**config.mk**
```make
export PLATFORM = sky130hd
export DESIGN_NAME = base64url_stream_encoder_unit
export DESIGN_NICKNAME = d
export VERILOG_FILES = /design/src/sv/bsenc_pkg.sv /design/src/sv/bsenc_front.sv /design/src/sv/bsenc_queue.sv /design/src/sv/bsenc_back.sv /design/src/sv/base64url_stream_encoder_unit.sv
export VERILOG_INCLUDE_DIRS = /design/src /design/src/sv
export SDC_FILE = /design/constraint.sdc
export NUM_CORES = 1
export LEC_CHECK = 0
export ABC_AREA = 1
export BUFFER_PORTS_ARGS = -buffer_cell sky130_fd_sc_hd__clkbuf_2
export CAP_MARGIN = 10
export CORE_AREA = 5 5 178 180
export CTS_BUF_LIST = sky130_fd_sc_hd__clkbuf_8
export CTS_CLUSTER_DIAMETER = 120
export CTS_CLUSTER_SIZE = 40
export DETAILED_ROUTE_END_ITERATION = 6
export DIE_AREA = 0 0 183 185
export PLACE_DENSITY = 0.65
export SYNTH_ARGS = -nofsm -noshare
export SYNTH_HDL_FRONTEND = slang
export SYNTH_HIERARCHICAL = 1
export SYNTH_SLANG_ARGS = --single-unit
```
**constraint.sdc**
```tcl
create_clock -name clk -period 5.9 [get_ports clk]
set_clock_uncertainty 0.1 [all_clocks]
set_input_delay 0 -clock clk [delete_from_list [all_inputs] [get_ports clk]]
set_output_delay 0 -clock clk [all_outputs]
set_load 0.005 [all_outputs]
```
**src/sv/base64url_stream_encoder_unit_defines.svh**
```systemverilog
// assertion macros shared by the encoder rtl
`ifndef BASE64URL_STREAM_ENCODER_UNIT_DEFINES_SVH
`define BASE64URL_STREAM_ENCODER_UNIT_DEFINES_SVH

// same-cycle implication, sampled on clk, off while in reset
`define BSENC_ASSERT_NOW(label, ante, cons, msg) \
    label: assert property (@(posedge clk) disable iff (!rst_n) (ante) |-> (cons)) \
        else $error(msg);

// next-cycle implication, sampled on clk, off while in reset
`define BSENC_ASSERT_NEXT(label, ante, cons, msg) \
    label: assert property (@(posedge clk) disable iff (!rst_n) (ante) |=> (cons)) \
        else $error(msg);

`endif

```
**src/sv/bsenc_pkg.sv**
```systemverilog
// shared types, constants and the character table of the encoder
package bsenc_pkg;

    localparam int LENGTH_BITS_DEF = 16;
    localparam int CAP_W           = 16;
    localparam int TOTAL_W         = 16;
    localparam int CHAR_W          = 7;
    localparam int QUEUE_DEPTH     = 4;
    localparam logic [CAP_W-1:0] CAP_RESET = 16'hFFFF;

    // one group request from the front to the back
    typedef struct packed {
        logic [23:0] chunk;
        logic [2:0]  nchars;
        logic        last;
        logic        err;
    } grp_cmd_t;

    // queue status seen by both sides
    typedef struct packed {
        logic full;
        logic empty;
    } q_stat_t;

    // url-safe alphabet lookup for one sextet
    function automatic logic [CHAR_W-1:0] b64url_char(input logic [5:0] sx);
        logic [7:0] c;
        c = 8'd0;
        case (sx) inside
            [6'd0:6'd25]:  c = 8'd65 + {2'b00, sx};
            [6'd26:6'd51]: c = 8'd71 + {2'b00, sx};
            [6'd52:6'd61]: c = {2'b00, sx} - 8'd4;
            6'd62:         c = 8'd45;
            default:       c = 8'd95;
        endcase
        return c[CHAR_W-1:0];
    endfunction

endpackage

```
**src/sv/bsenc_front.sv**
```systemverilog
// front part: byte gathering, capacity checks, discard state, group requests
module bsenc_front
    import bsenc_pkg::*;
#(
    parameter int LENGTH_BITS = LENGTH_BITS_DEF
) (
    input  logic                   clk,
    input  logic                   rst_n,
    input  logic                   cfg_we,
    input  logic [CAP_W-1:0]       cfg_wdata,
    input  logic                   in_valid,
    input  logic [7:0]             in_byte,
    input  logic                   in_last,
    output logic                   in_ready,
    input  q_stat_t                q_stat,
    output logic                   push,
    output grp_cmd_t               push_cmd,
    output logic [LENGTH_BITS-1:0] push_base
);

    localparam int CMP_W = ((LENGTH_BITS > CAP_W) ? LENGTH_BITS : CAP_W) + 1;

    logic [CAP_W-1:0]       capacity_reg;
    logic [15:0]            held_bytes_reg, held_bytes_next;
    logic [1:0]             held_count_reg, held_count_next;
    logic [LENGTH_BITS-1:0] char_count_reg, char_count_next;
    logic                   discarding_reg, discarding_next;

    logic             accept;
    logic [1:0]       nbytes;
    logic [2:0]       nchars;
    logic [23:0]      chunk;
    logic [CMP_W-1:0] cnt_ext;
    logic [CMP_W-1:0] cap_ext;
    logic             grp_fail;
    logic             fin_fail;

    assign in_ready = !q_stat.full;
    assign accept   = in_valid && in_ready;

    // group assembly
    assign nbytes  = held_count_reg + 2'd1;
    assign nchars  = {1'b0, nbytes} + 3'd1;
    assign cnt_ext = CMP_W'(char_count_reg);
    assign cap_ext = CMP_W'(capacity_reg);

    always_comb
    begin
        case (nbytes)
            2'd1:    chunk = {in_byte, 16'h0000};
            2'd2:    chunk = {held_bytes_reg[7:0], in_byte, 8'h00};
            default: chunk = {held_bytes_reg, in_byte};
        endcase
    end

    // capacity checks
    assign grp_fail = (held_count_reg == 2'd0) && ((cnt_ext + CMP_W'(4)) > cap_ext);
    assign fin_fail = in_last && ((cnt_ext + CMP_W'(nchars)) >= cap_ext);

    // next state and group request
    always_comb
    begin
        held_bytes_next  = held_bytes_reg;
        held_count_next  = held_count_reg;
        char_count_next  = char_count_reg;
        discarding_next  = discarding_reg;
        push             = 1'b0;
        push_base        = char_count_reg;
        push_cmd.chunk   = chunk;
        push_cmd.nchars  = nchars;
        push_cmd.last    = in_last;
        push_cmd.err     = 1'b0;
        if (accept)
        begin
            if (discarding_reg)
            begin
                if (in_last)
                begin
                    discarding_next = 1'b0;
                    char_count_next = '0;
                    held_count_next = 2'd0;
                end
            end
            else if (grp_fail)
            begin
                push            = 1'b1;
                push_cmd.chunk  = 24'h000000;
                push_cmd.nchars = 3'd1;
                push_cmd.last   = 1'b1;
                push_cmd.err    = 1'b1;
                held_count_next = 2'd0;
                if (in_last)
                begin
                    char_count_next = '0;
                end
                else
                begin
                    discarding_next = 1'b1;
                end
            end
            else if ((nbytes != 2'd3) && !in_last)
            begin
                held_bytes_next = {held_bytes_reg[7:0], in_byte};
                held_count_next = nbytes;
            end
            else
            begin
                push            = 1'b1;
                held_count_next = 2'd0;
                if (fin_fail)
                begin
                    push_cmd.chunk  = 24'h000000;
                    push_cmd.nchars = 3'd1;
                    push_cmd.err    = 1'b1;
                end
                if (in_last)
                begin
                    char_count_next = '0;
                end
                else
                begin
                    char_count_next = char_count_reg + LENGTH_BITS'(nchars);
                end
            end
        end
    end

    // control registers
    always_ff @(posedge clk or negedge rst_n)
    begin
        if (!rst_n)
        begin
            capacity_reg   <= CAP_RESET;
            held_count_reg <= 2'd0;
            char_count_reg <= '0;
            discarding_reg <= 1'b0;
        end
        else
        begin
            if (cfg_we)
            begin
                capacity_reg <= cfg_wdata;
            end
            held_count_reg <= held_count_next;
            char_count_reg <= char_count_next;
            discarding_reg <= discarding_next;
        end
    end

    // pending bytes
    always_ff @(posedge clk)
    begin
        held_bytes_reg <= held_bytes_next;
    end

endmodule

```
**src/sv/bsenc_queue.sv**
```systemverilog
// short request queue between the front and the back
module bsenc_queue
    import bsenc_pkg::*;
#(
    parameter int WIDTH = 32
) (
    input  logic             clk,
    input  logic             rst_n,
    input  logic             wr_en,
    input  logic [WIDTH-1:0] wr_data,
    input  logic             rd_en,
    output logic [WIDTH-1:0] rd_data,
    output q_stat_t          stat
);

    localparam int PTR_W = (QUEUE_DEPTH > 1) ? $clog2(QUEUE_DEPTH) : 1;

    logic [WIDTH-1:0] entries [QUEUE_DEPTH];
    logic [PTR_W-1:0] wr_ptr_reg, wr_ptr_next;
    logic [PTR_W-1:0] rd_ptr_reg, rd_ptr_next;
    logic [PTR_W:0]   count_reg, count_next;
    logic             do_wr;
    logic             do_rd;

    assign stat.full  = (count_reg == (PTR_W+1)'(QUEUE_DEPTH));
    assign stat.empty = (count_reg == '0);
    assign do_wr      = wr_en && !stat.full;
    assign do_rd      = rd_en && !stat.empty;
    assign rd_data    = entries[rd_ptr_reg];

    // pointer and fill level update
    always_comb
    begin
        wr_ptr_next = wr_ptr_reg;
        rd_ptr_next = rd_ptr_reg;
        count_next  = count_reg;
        if (do_wr)
        begin
            wr_ptr_next = (wr_ptr_reg == PTR_W'(QUEUE_DEPTH - 1)) ? '0 : wr_ptr_reg + 1'b1;
        end
        if (do_rd)
        begin
            rd_ptr_next = (rd_ptr_reg == PTR_W'(QUEUE_DEPTH - 1)) ? '0 : rd_ptr_reg + 1'b1;
        end
        if (do_wr && !do_rd)
        begin
            count_next = count_reg + 1'b1;
        end
        else if (do_rd && !do_wr)
        begin
            count_next = count_reg - 1'b1;
        end
    end

    always_ff @(posedge clk or negedge rst_n)
    begin
        if (!rst_n)
        begin
            wr_ptr_reg <= '0;
            rd_ptr_reg <= '0;
            count_reg  <= '0;
        end
        else
        begin
            wr_ptr_reg <= wr_ptr_next;
            rd_ptr_reg <= rd_ptr_next;
            count_reg  <= count_next;
        end
    end

    // entry storage
    always_ff @(posedge clk)
    begin
        if (do_wr)
        begin
            entries[wr_ptr_reg] <= wr_data;
        end
    end

endmodule

```
**src/sv/bsenc_back.sv**
```systemverilog
// back part: serializes each group request into characters, one per cycle while out_ready is high
module bsenc_back
    import bsenc_pkg::*;
#(
    parameter int LENGTH_BITS = LENGTH_BITS_DEF
) (
    input  logic                   clk,
    input  logic                   rst_n,
    input  q_stat_t                q_stat,
    input  grp_cmd_t               head_cmd,
    input  logic [LENGTH_BITS-1:0] head_base,
    output logic                   pop,
    output logic                   out_valid,
    input  logic                   out_ready,
    output logic [CHAR_W-1:0]      out_char,
    output logic                   out_last,
    output logic                   out_error,
    output logic [TOTAL_W-1:0]     out_total
);

    localparam int EXT_W = (LENGTH_BITS > TOTAL_W) ? LENGTH_BITS : TOTAL_W;

    grp_cmd_t               cmd_reg;
    logic [LENGTH_BITS-1:0] base_reg;
    logic [1:0]             idx_reg, idx_next;
    logic                   busy_reg, busy_next;

    logic                   final_char;
    logic                   taken;
    logic [5:0]             sextet;
    logic [LENGTH_BITS-1:0] count_now;
    logic [EXT_W-1:0]       count_ext;

    assign final_char = ({1'b0, idx_reg} == (cmd_reg.nchars - 3'd1));
    assign taken      = busy_reg && out_ready;
    assign pop        = !q_stat.empty && (!busy_reg || (taken && final_char));

    // sequencing over the characters of the current group
    always_comb
    begin
        idx_next  = idx_reg;
        busy_next = busy_reg;
        if (pop)
        begin
            idx_next  = 2'd0;
            busy_next = 1'b1;
        end
        else if (taken)
        begin
            if (final_char)
            begin
                busy_next = 1'b0;
            end
            else
            begin
                idx_next = idx_reg + 2'd1;
            end
        end
    end

    always_ff @(posedge clk or negedge rst_n)
    begin
        if (!rst_n)
        begin
            idx_reg  <= 2'd0;
            busy_reg <= 1'b0;
        end
        else
        begin
            idx_reg  <= idx_next;
            busy_reg <= busy_next;
        end
    end

    // current group payload
    always_ff @(posedge clk)
    begin
        if (pop)
        begin
            cmd_reg  <= head_cmd;
            base_reg <= head_base;
        end
    end

    // sextet pick, msb first
    always_comb
    begin
        case (idx_reg)
            2'd0:    sextet = cmd_reg.chunk[23:18];
            2'd1:    sextet = cmd_reg.chunk[17:12];
            2'd2:    sextet = cmd_reg.chunk[11:6];
            default: sextet = cmd_reg.chunk[5:0];
        endcase
    end

    // running length, the error result carries the count before it
    assign count_now = cmd_reg.err ? base_reg
                                   : base_reg + LENGTH_BITS'(idx_reg) + LENGTH_BITS'(1);
    assign count_ext = EXT_W'(count_now);

    assign out_valid = busy_reg;
    assign out_char  = cmd_reg.err ? '0 : b64url_char(sextet);
    assign out_last  = cmd_reg.last && final_char;
    assign out_error = cmd_reg.err;
    assign out_total = count_ext[TOTAL_W-1:0];

endmodule

```
**src/sv/base64url_stream_encoder_unit.sv**
```systemverilog
// top level of the unpadded url-safe base64 stream encoder
//
//  channel  dir  handshake          payload
//  s_*      in   s_tvalid/s_tready  tdata[7:0] data_byte, tlast last_byte
//  m_*      out  m_tvalid/m_tready  tdata[6:0] out_char, [22:7] total_length,
//                                   tlast last_char, tuser error
//  cfg_*    in   cfg_we             cfg_wdata output_capacity
//
// a byte is taken every cycle while the group queue has room; the back
// emits one character per cycle while m_tready is high, so a full group of
// three bytes yields four characters. reset clears the held byte count,
// the character count, discard state and the queue; capacity returns to
// 65535. output stalls fill the queue and then hold s_tready low.
module base64url_stream_encoder_unit
    import bsenc_pkg::*;
#(
    parameter int LENGTH_BITS = LENGTH_BITS_DEF
) (
    input  logic             clk,
    input  logic             rst_n,
    input  logic             cfg_we,
    input  logic [CAP_W-1:0] cfg_wdata,
    input  logic             s_tvalid,
    output logic             s_tready,
    input  logic [7:0]       s_tdata,   // data_byte
    input  logic             s_tlast,
    output logic             m_tvalid,
    input  logic             m_tready,
    output logic [23:0]      m_tdata,   // out_char, total_length, zero fill
    output logic             m_tlast,
    output logic [0:0]       m_tuser    // error
);

`include "base64url_stream_encoder_unit_defines.svh"

    localparam int Q_W = $bits(grp_cmd_t) + LENGTH_BITS;

    q_stat_t                q_stat;
    logic                   push;
    grp_cmd_t               push_cmd;
    logic [LENGTH_BITS-1:0] push_base;
    logic                   pop;
    logic [Q_W-1:0]         head_data;
    grp_cmd_t               head_cmd;
    logic [LENGTH_BITS-1:0] head_base;
    logic [CHAR_W-1:0]      out_char;
    logic [TOTAL_W-1:0]     out_total;
    logic                   out_error;

    // front: gather bytes and check capacity
    bsenc_front #(
        .LENGTH_BITS(LENGTH_BITS)
    ) u_front (
        .clk       (clk),
        .rst_n     (rst_n),
        .cfg_we    (cfg_we),
        .cfg_wdata (cfg_wdata),
        .in_valid  (s_tvalid),
        .in_byte   (s_tdata),
        .in_last   (s_tlast),
        .in_ready  (s_tready),
        .q_stat    (q_stat),
        .push      (push),
        .push_cmd  (push_cmd),
        .push_base (push_base)
    );

    // group request queue
    bsenc_queue #(
        .WIDTH(Q_W)
    ) u_queue (
        .clk     (clk),
        .rst_n   (rst_n),
        .wr_en   (push),
        .wr_data ({push_base, push_cmd}),
        .rd_en   (pop),
        .rd_data (head_data),
        .stat    (q_stat)
    );

    assign head_cmd  = head_data[$bits(grp_cmd_t)-1:0];
    assign head_base = head_data[Q_W-1:$bits(grp_cmd_t)];

    // back: character serializer
    bsenc_back #(
        .LENGTH_BITS(LENGTH_BITS)
    ) u_back (
        .clk       (clk),
        .rst_n     (rst_n),
        .q_stat    (q_stat),
        .head_cmd  (head_cmd),
        .head_base (head_base),
        .pop       (pop),
        .out_valid (m_tvalid),
        .out_ready (m_tready),
        .out_char  (out_char),
        .out_last  (m_tlast),
        .out_error (out_error),
        .out_total (out_total)
    );

    // output packing
    assign m_tdata = {1'b0, out_total, out_char};
    assign m_tuser = out_error;

    // checks
    `BSENC_ASSERT_NOW(a_err_is_final, m_tvalid && out_error, m_tlast && (out_char == '0), "error result must be final with a zero character")
    `BSENC_ASSERT_NOW(a_char_nonzero, m_tvalid && !out_error, out_char != '0, "character result carries a zero code")
    `BSENC_ASSERT_NEXT(a_idle_stays, !m_tvalid && q_stat.empty, !m_tvalid, "output became valid with no queued request")

endmodule
```
### After elaboration in Yosys (flattened, before gate mapping)

Memories as Yosys holds them, arrays and structs flattened. A register that Yosys moved wholly into a read port is not among the register bits.
Index checks and enable logic that the tools add are counted.

| cells by class | value |
|---|---|
| reduce and logical (&&, ||, !) cells | 33 |
| muxes and demuxes | 45 |
| bitwise operators | 2 |
| equality and inequality tests | 13 |
| shift operators | 0 |
| divide/modulo/power cells | 0 |
| multipliers | 0 |
| order comparisons | 8 |
| $add $sub $neg | 16 |

Operators by type and width:

| cell | number |
|---|---|
| 16-bit 2-to-1 mux | 6 |
| 27-bit 2-to-1 mux | 3 |
| 29-bit 2-to-1 mux | 2 |
| 24-bit case mux with 2 select lines | 1 |
| 7-bit 2-to-1 mux | 5 |
| 2-bit 2-to-1 mux | 9 |
| 6-bit case mux with 3 select lines | 1 |
| 16-bit by 3-bit adder with 17-bit output | 1 |
| 16-bit by 3-bit adder with 17-bit output, second input constant | 1 |
| 17-bit by 16-bit greater-or-equal comparator with 1-bit output | 1 |
| 17-bit by 16-bit greater-than comparator with 1-bit output | 1 |
| 16-bit by 1-bit adder with 16-bit output, second input constant | 1 |
| 16-bit by 2-bit adder with 16-bit output | 1 |
| 16-bit by 3-bit adder with 16-bit output | 1 |
| 1-bit 2-to-1 mux | 16 |
| 1-bit logical AND | 15 |
| 7-bit by 6-bit adder with 7-bit output, first input constant | 2 |
| 6-bit <= comparator, second input constant | 2 |
| 2-bit by 1-bit adder with 2-bit output, second input constant | 4 |
| 2-bit equality test, second input constant | 4 |
| 2-bit AND reduction | 4 |
| 6-bit by 3-bit subtractor with 7-bit output, second input constant | 1 |
| 6-bit equality test, second input constant | 1 |
| 6-bit by 1-bit greater-or-equal comparator with 1-bit output, second input constant | 1 |
| 19 further kinds | 33 |

| word-level totals | value |
|---|---|
| memory bits (writable) | 180 |
| ROM bits | 0 |
| output and inout bits | 28 |
| input bits | 30 |
| bits in latches | 0 |
| word-level logic and storage cells | 128 |
| memories kept | 1 |
| bits in registers | 61 |

Memories:

| name | words | width | rd ports | clocked after Yosys merged registers in | write ports | line | source |
|---|---|---|---|---|---|---|---|
| u_queue.entries | 4 | 45 | 1 | 1 | 1 | bsenc_queue.sv:18 | `logic [WIDTH-1:0] entries [QUEUE_DEPTH];` |

### Depth between registers and ports, before layout

| logic depth | value |
|---|---|
| depth after elaboration | 12 |
| gate-level depth with buffers | 30 |
| depth with buffers taken out | 27 |

### Hierarchy

Netlist, hierarchy kept.

Modules (own cells, without submodules):

| module | area an instance (sq um) | cells each | instances | sequential area each (sq um) |
|---|---|---|---|---|
| bsenc_queue | 7711.1 | 585 | 1 | 5580.4 |
| bsenc_front | 4157.7 | 589 | 1 | 1376.3 |
| bsenc_back | 2826.5 | 300 | 1 | 1426.4 |
| base64url_stream_encoder_unit | 11.3 | 2 | 1 | 0.0 |

### Least setup slack after synthesis

Ideal clock, no wire load.

| path | value |
|---|---|
| kind | register -> register |
| start | register u_front.char_count_reg[4] (netlist: u_front/push_base[4]) |
| end | memory u_queue/entries[0][0] in the netlist's numbering (enable) |
| arrival | 4564 ps |
| buffers on the path | 3 |
| period minus slack after synthesis | 5112 ps |
| stages on the path, launching flop included | 18 |
| path slack | 788 ps |
| data required time | 5352 ps |
| library setup time | 448 ps |
| cells stage by stage | dfrtp_1 buf_4 nand2_1 nor3_1 nand2_1 xor2_1 inv_1 ha_1 nand3_1 nor3_1 nand2_1 nand2_1 nand2_2 buf_4 buf_6 a21oi_1 nand2_1 nor2_1 |

| on the way | value |
|---|---|
| longest elaborated chain between the ends | 9 |

Ends and longest elaborated chain:

| what | line | source |
|---|---|---|
| start, declared | bsenc_front.sv:26 | `logic [LENGTH_BITS-1:0] char_count_reg, char_count_next;` |
| start signal, assigned | bsenc_front.sv:145 | `char_count_reg <= char_count_next;` |
| 16-bit by 3-bit adder with 17-bit output | bsenc_front.sv:57 | `assign grp_fail = (held_count_reg == 2'd0) && ((cnt_ext + CMP_W'(4)) > cap_ext);` |
| 17-bit by 16-bit greater-than comparator with 1-bit output | bsenc_front.sv:57 |  |
| 1-bit logical AND | bsenc_front.sv:57 |  |
| 1-bit 2-to-1 mux | bsenc_front.sv:84 | `else if (grp_fail)` |
| 1-bit 2-to-1 mux | bsenc_front.sv:75 | `if (discarding_reg)` |
| 1-bit 2-to-1 mux | bsenc_front.sv:73 | `if (accept)` |
| via push | base64url_stream_encoder_unit.sv:39 | `logic push;` |
| 1-bit logical AND | bsenc_queue.sv:27 | `assign do_wr = wr_en && !stat.full;` |
| 1-bit 2-to-1 mux | bsenc_queue.sv:74 | `if (do_wr)` |
| 1-bit 2-to-1 mux (implied by the code) | bsenc_queue.sv:76 | `entries[wr_ptr_reg] <= wr_data;` |
| end, declared | bsenc_queue.sv:18 |  |

The timed path passes the listed nets, and every way through them passes these cells.

### Worst setup path after layout

| path | value |
|---|---|
| start | register u_front.char_count_reg[4] (netlist: u_front/push_base[4]) |
| end | register u_queue.count_reg[2] |

| on the way | value |
|---|---|
| longest elaborated chain between the ends | 10 |
| elaborated cells between the ends (all ways) | 12 |
| classes of those cells | 1 x add/sub; 1 x order compare; 4 x mux; 6 x reduce/logical |

Ends and longest elaborated chain:

| what | line | source |
|---|---|---|
| 16-bit by 3-bit adder with 17-bit output (*) | bsenc_front.sv:57 |  |
| 17-bit by 16-bit greater-than comparator with 1-bit output (*) | bsenc_front.sv:57 |  |
| 1-bit logical AND (*) | bsenc_front.sv:57 |  |
| 1-bit 2-to-1 mux (*) | bsenc_front.sv:84 |  |
| 1-bit 2-to-1 mux (*) | bsenc_front.sv:75 |  |
| 1-bit 2-to-1 mux (*) | bsenc_front.sv:73 |  |
| via push | base64url_stream_encoder_unit.sv:39 |  |
| 1-bit logical AND (*) | bsenc_queue.sv:27 |  |
| via u_queue.do_wr | bsenc_queue.sv:22 | `logic do_wr;` |
| 1-bit logical NOT | bsenc_queue.sv:49 | `else if (do_rd && !do_wr)` |
| 1-bit logical AND | bsenc_queue.sv:49 |  |
| 2-bit nonzero test (no line) | -- |  |
| end signal, assigned | bsenc_queue.sv:67 | `count_reg <= count_next;` |
| end, declared | bsenc_queue.sv:21 | `logic [PTR_W:0] count_reg, count_next;` |

The timed path passes the listed nets; every way through them passes the cells marked *.
A chain may end at the register's enable or synchronous reset.

==> results by group <==
Floorplan
  • Num rows: 64
  • Die X: 183 um
  • IO Count: 58
  • Die Ht: 185 um
  • Core area: 0.0300 sq mm
  • Initial core utilization: 0.490
  • Die area: 0.0339 sq mm

Setup path
  • Reg-to-reg endpoint: u_queue/count_reg[2]
  • Worst reg2reg path depth: 21
  • Worst EP arrival: 5.16 ns
  • Crit. Startpoint: u_front/push_base[4]
  • CP Launch Type: flip-flop
  • Worst Setup EP: u_queue/count_reg[2]
  • Worst-path fanout max: 21
  • Worst r2r src: u_front/push_base[4]
  • R2r setup slk: 1.13 ns
  • Setup crit end kind: flip-flop
  • Worst Path Required: 6.29 ns
  • Kind of critical path: flip-flop to flip-flop

Clocking
  • CTS HTree Levels: 1
  • Total CTS buffers: 11
  • CTS root buf: clkbuf_8
  • CTS tree: done
  • Clock Sinks: 286
  • Post-CTS Resized: 0
  • Reg clk slew, reported paths: 0.23 ns
  • Clock Latency Late Sink: 0.57 ns
  • Max Buffers Root-to-Sink: 3

Synth
  • Synth Area in Compound Gates: 0.0868
  • Post-synthesis mux area share: 0.000766
  • Post-Syn Area: 0.0147 sq mm
  • Post-synthesis sequential area ratio: 0.570
  • Post-synth top area cell: edfxtp_1
  • Mapped Cells: 1476
  • Synth area leaders: edfxtp_1, nand2_1, inv_1
  • Post-synthesis xor/xnor area fraction: 0.0238
  • Yosys cell types: 47
  • Net Count, Synth: 1566
  • Synth Area in Simple Gates: 0.181
  • Seq cells post-synth: 286
  • Syn. warnings: 6
  • Mapped Avg Cell Area: 9.96 sq um
  • Area share of the largest cell type after synthesis: 0.492
  • Largest family of logic cells by synthesized area: simple AND/OR/NAND/NOR gates
  • Adder-cell share of the synthesized area: 0.0526

Routing
  • Total Wirelength: 29.6 mm
  • Drt wl/cell: 15.1 um
  • Pre-Repair DR Iteration Count: 5
  • DR vias: 9902
  • Final ANT Viol Nets: 0
  • Iter 0 DRT Violations: 706
  • Post-route DRC: 0
  • Avg Vias per Cell: 5.05

STA
  • Endpoints failing hold: 0
  • Fin crit share: 0.808
  • Max-slew headroom: 0.309
  • RSZ-0062 raised after global routing: no
  • Final TNS setup: 0 ns
  • Slew Viols, Final: 0
  • Post-layout min period: 4.77 ns
  • Highest clock rate: 0.210 GHz
  • Finish-stage setup viols: 0
  • Hold WS: 0.0681 ns
  • Slew @ Worst Pin: 1.04 ns

Run status
  • Status: complete, no violations

Power and ir drop
  • Cell area power density: 399 mW/mm^2
  • Clock share of power: 0.117
  • Switching power: 2.52 mW
  • Sequential share of power: 0.465
  • Sw frac: 0.397
  • P_leak: 6.88 nW
  • Comb pwr share: 0.418
  • Total power draw: 6.35 mW
  • Peak supply drop: 230 uV
  • Int Power: 3.83 mW

Layout
  • P&R area growth vs syn: 8.41%
  • Filler cell count: 2646
  • Finished Layout Cells: 1959
  • Number of flip-flops in the largest register: 180
  • Nets: 1649
  • Ant diodes: 0
  • Share of cells above drive strength 1: 0.0979

Place
  • Placed Cells: 1883
  • RePlAce Congestion: 0.902
  • I/O Buffers: 56
  • Hpwl dp: 19.6 mm

Min path
  • Hold/Removal Path Class: primary input to flip-flop

Global route
  • Overflow after GRT: 0
  • Initial antenna violation count: 0
  • First-pass GRT wire length: 48.8 mm
  • Vias in the first global route: 9505
  • Largest net degree at the start of global routing: 112
  • Total global-route track usage: 0.177

Flow run
  • MaxCap Viol Count: 0
-- critical path: stages (launching register included) --
cell,delay [ns]
dfrtp_1,0.64
nand2_1,0.17
nor3_1,0.52
nand2_1,0.13
xor2_1,0.15
inv_1,0.06
ha_1,0.36
nand3_1,0.13
nor3_1,0.19
nand2_1,0.08
nand2_1,0.12
nand2_2,0.29
a21oi_1,0.35
nand2_1,0.34
inv_1,0.14
ha_1,0.17
inv_1,0.07
fa_1,0.39
nand2_1,0.11
nand3_1,0.07
nand2_1,0.06
nand2_1,0.05
-- layer usage --
metal	global-route usage	up-vias	wire [um]
li1	-	5014	-
met1	0.264	4670	14500
met2	0.289	199	13600
met3	0.0151	19	1190
met4	0.0325	0	323
met5	0	-	0
-- cells by family (layout without fill, tap and decap cells) --
logic type / Yosys count / in the layout
flip-flops: 286 / 286
multiplexers: 1 / 1
AO/OA/AOI/OAI: 176 / 176
buffers and inverters: 271 / 358
AND/OR/NAND/NOR: 641 / 641
XOR/XNOR: 40 / 40
adder cells (fa/ha/maj): 60 / 60
other: 1 / 1
-- repair_timing --
item | CTS | global route
endpoints found under the hold margin | 159 | 0
setup endpoints to repair | 0 | 0
setup buffers | 0 | 0
hold buffers | 59 | 0
-- area by class of cell --
| cell class | count | area, sq um | share of cell area |
|---|---|---|---|
| clock buffer | 11 | 151 | 0.00950 |
| timing repair buffer | 124 | 938 | 0.0589 |
| clock inverter | 6 | 48.8 | 0.00306 |
| multi-input combinational | 919 | 5110 | 0.320 |
| tap | 396 | 495 | 0.0311 |
| inverter | 217 | 815 | 0.0511 |
| sequential | 286 | 8390 | 0.526 |
-- worst min-delay path by stage --
stage	depth (start not counted)	end	slack [ns]	start
final	4	u_front/held_count_reg[0]	0.07	s_tlast
after CTS	4	u_front/held_count_reg[0]	0.04	s_tlast
after global placement	2	u_back/out_valid	0.04	rst_n
after floorplan	0	u_back/idx_reg[0]	-0.40	rst_n
after global routing	2	u_front/held_bytes_reg[2]	0.08	s_tdata[2]
after detailed placement	2	u_back/out_valid	0.04	rst_n
-- cell usage in the layout (no fill, tap or decap), types with 2 or more instances in the layout --
cell type	Yosys	final
nand2_4	2	2
nand2_2	15	15
dlygate4sd3_1	0	59
xor2_1	32	32
nor2_2	7	8
clkbuf_2	0	56
edfxtp_1	241	241
dfstp_2	16	16
nor3_1	12	12
nand4_1	9	9
a22o_1	8	8
a22oi_1	8	8
o21bai_2	2	2
o211ai_1	82	82
dfrtp_1	29	28
buf_4	12	9
o21ai_0	32	32
fa_1	3	3
nand3_1	55	55
inv_1	212	216
ha_1	57	57
o21bai_4	3	3
clkbuf_8	1	11
inv_2	4	5
xnor2_1	8	8
nor2_4	6	10
a21oi_1	26	26
nor2_1	112	107
nand2_1	419	419
o211ai_2	8	8
-- Yosys cell counts, drive strengths merged --
| cell | instances |
|---|---|
| nand3 | 56 |
| xor2 | 32 |
| nor3 | 13 |
| a21oi | 27 |
| nand3b | 1 |
| a22o | 8 |
| inv | 216 |
| clkbuf | 13 |
| a31oi | 1 |
| edfxtp | 241 |
| dfstp | 16 |
| o21a | 1 |
| nand2 | 436 |
| dfrtp | 29 |
| o22ai | 2 |
| fa | 3 |
| mux2 | 1 |
| o21ai | 33 |
| buf | 41 |
| conb | 1 |
| xnor2 | 8 |
| clkinv | 1 |
| a22oi | 8 |
| ha | 57 |
| nand4 | 9 |
| nor2 | 126 |
| o21bai | 6 |
| o211ai | 90 |
-- metrics by stage --
step	utilization	instance area, sq um	setup WS, ns
4_1_cts	0.531	15900	1.14
3_3_place_gp	0.505	15200	1.18
5_1_grt	0.531	15900	0.663
3_5_place_dp	0.505	15200	1.22
6_report	0.531	15900	1.13
2_1_floorplan	-	14700	0.788
-- power groups by stage --
stage               Sequential (mW)  Clock [mW]  Combinational (mW)
floorplan                      2.91           0                2.12
global placement               3.00           0                2.58
detailed placement             3.01           0                2.63
CTS                            2.96       0.776                2.67
global route                   3.00       0.841                3.05
finish                         2.96       0.743                2.65
Power figures use the tool's default switching activity.
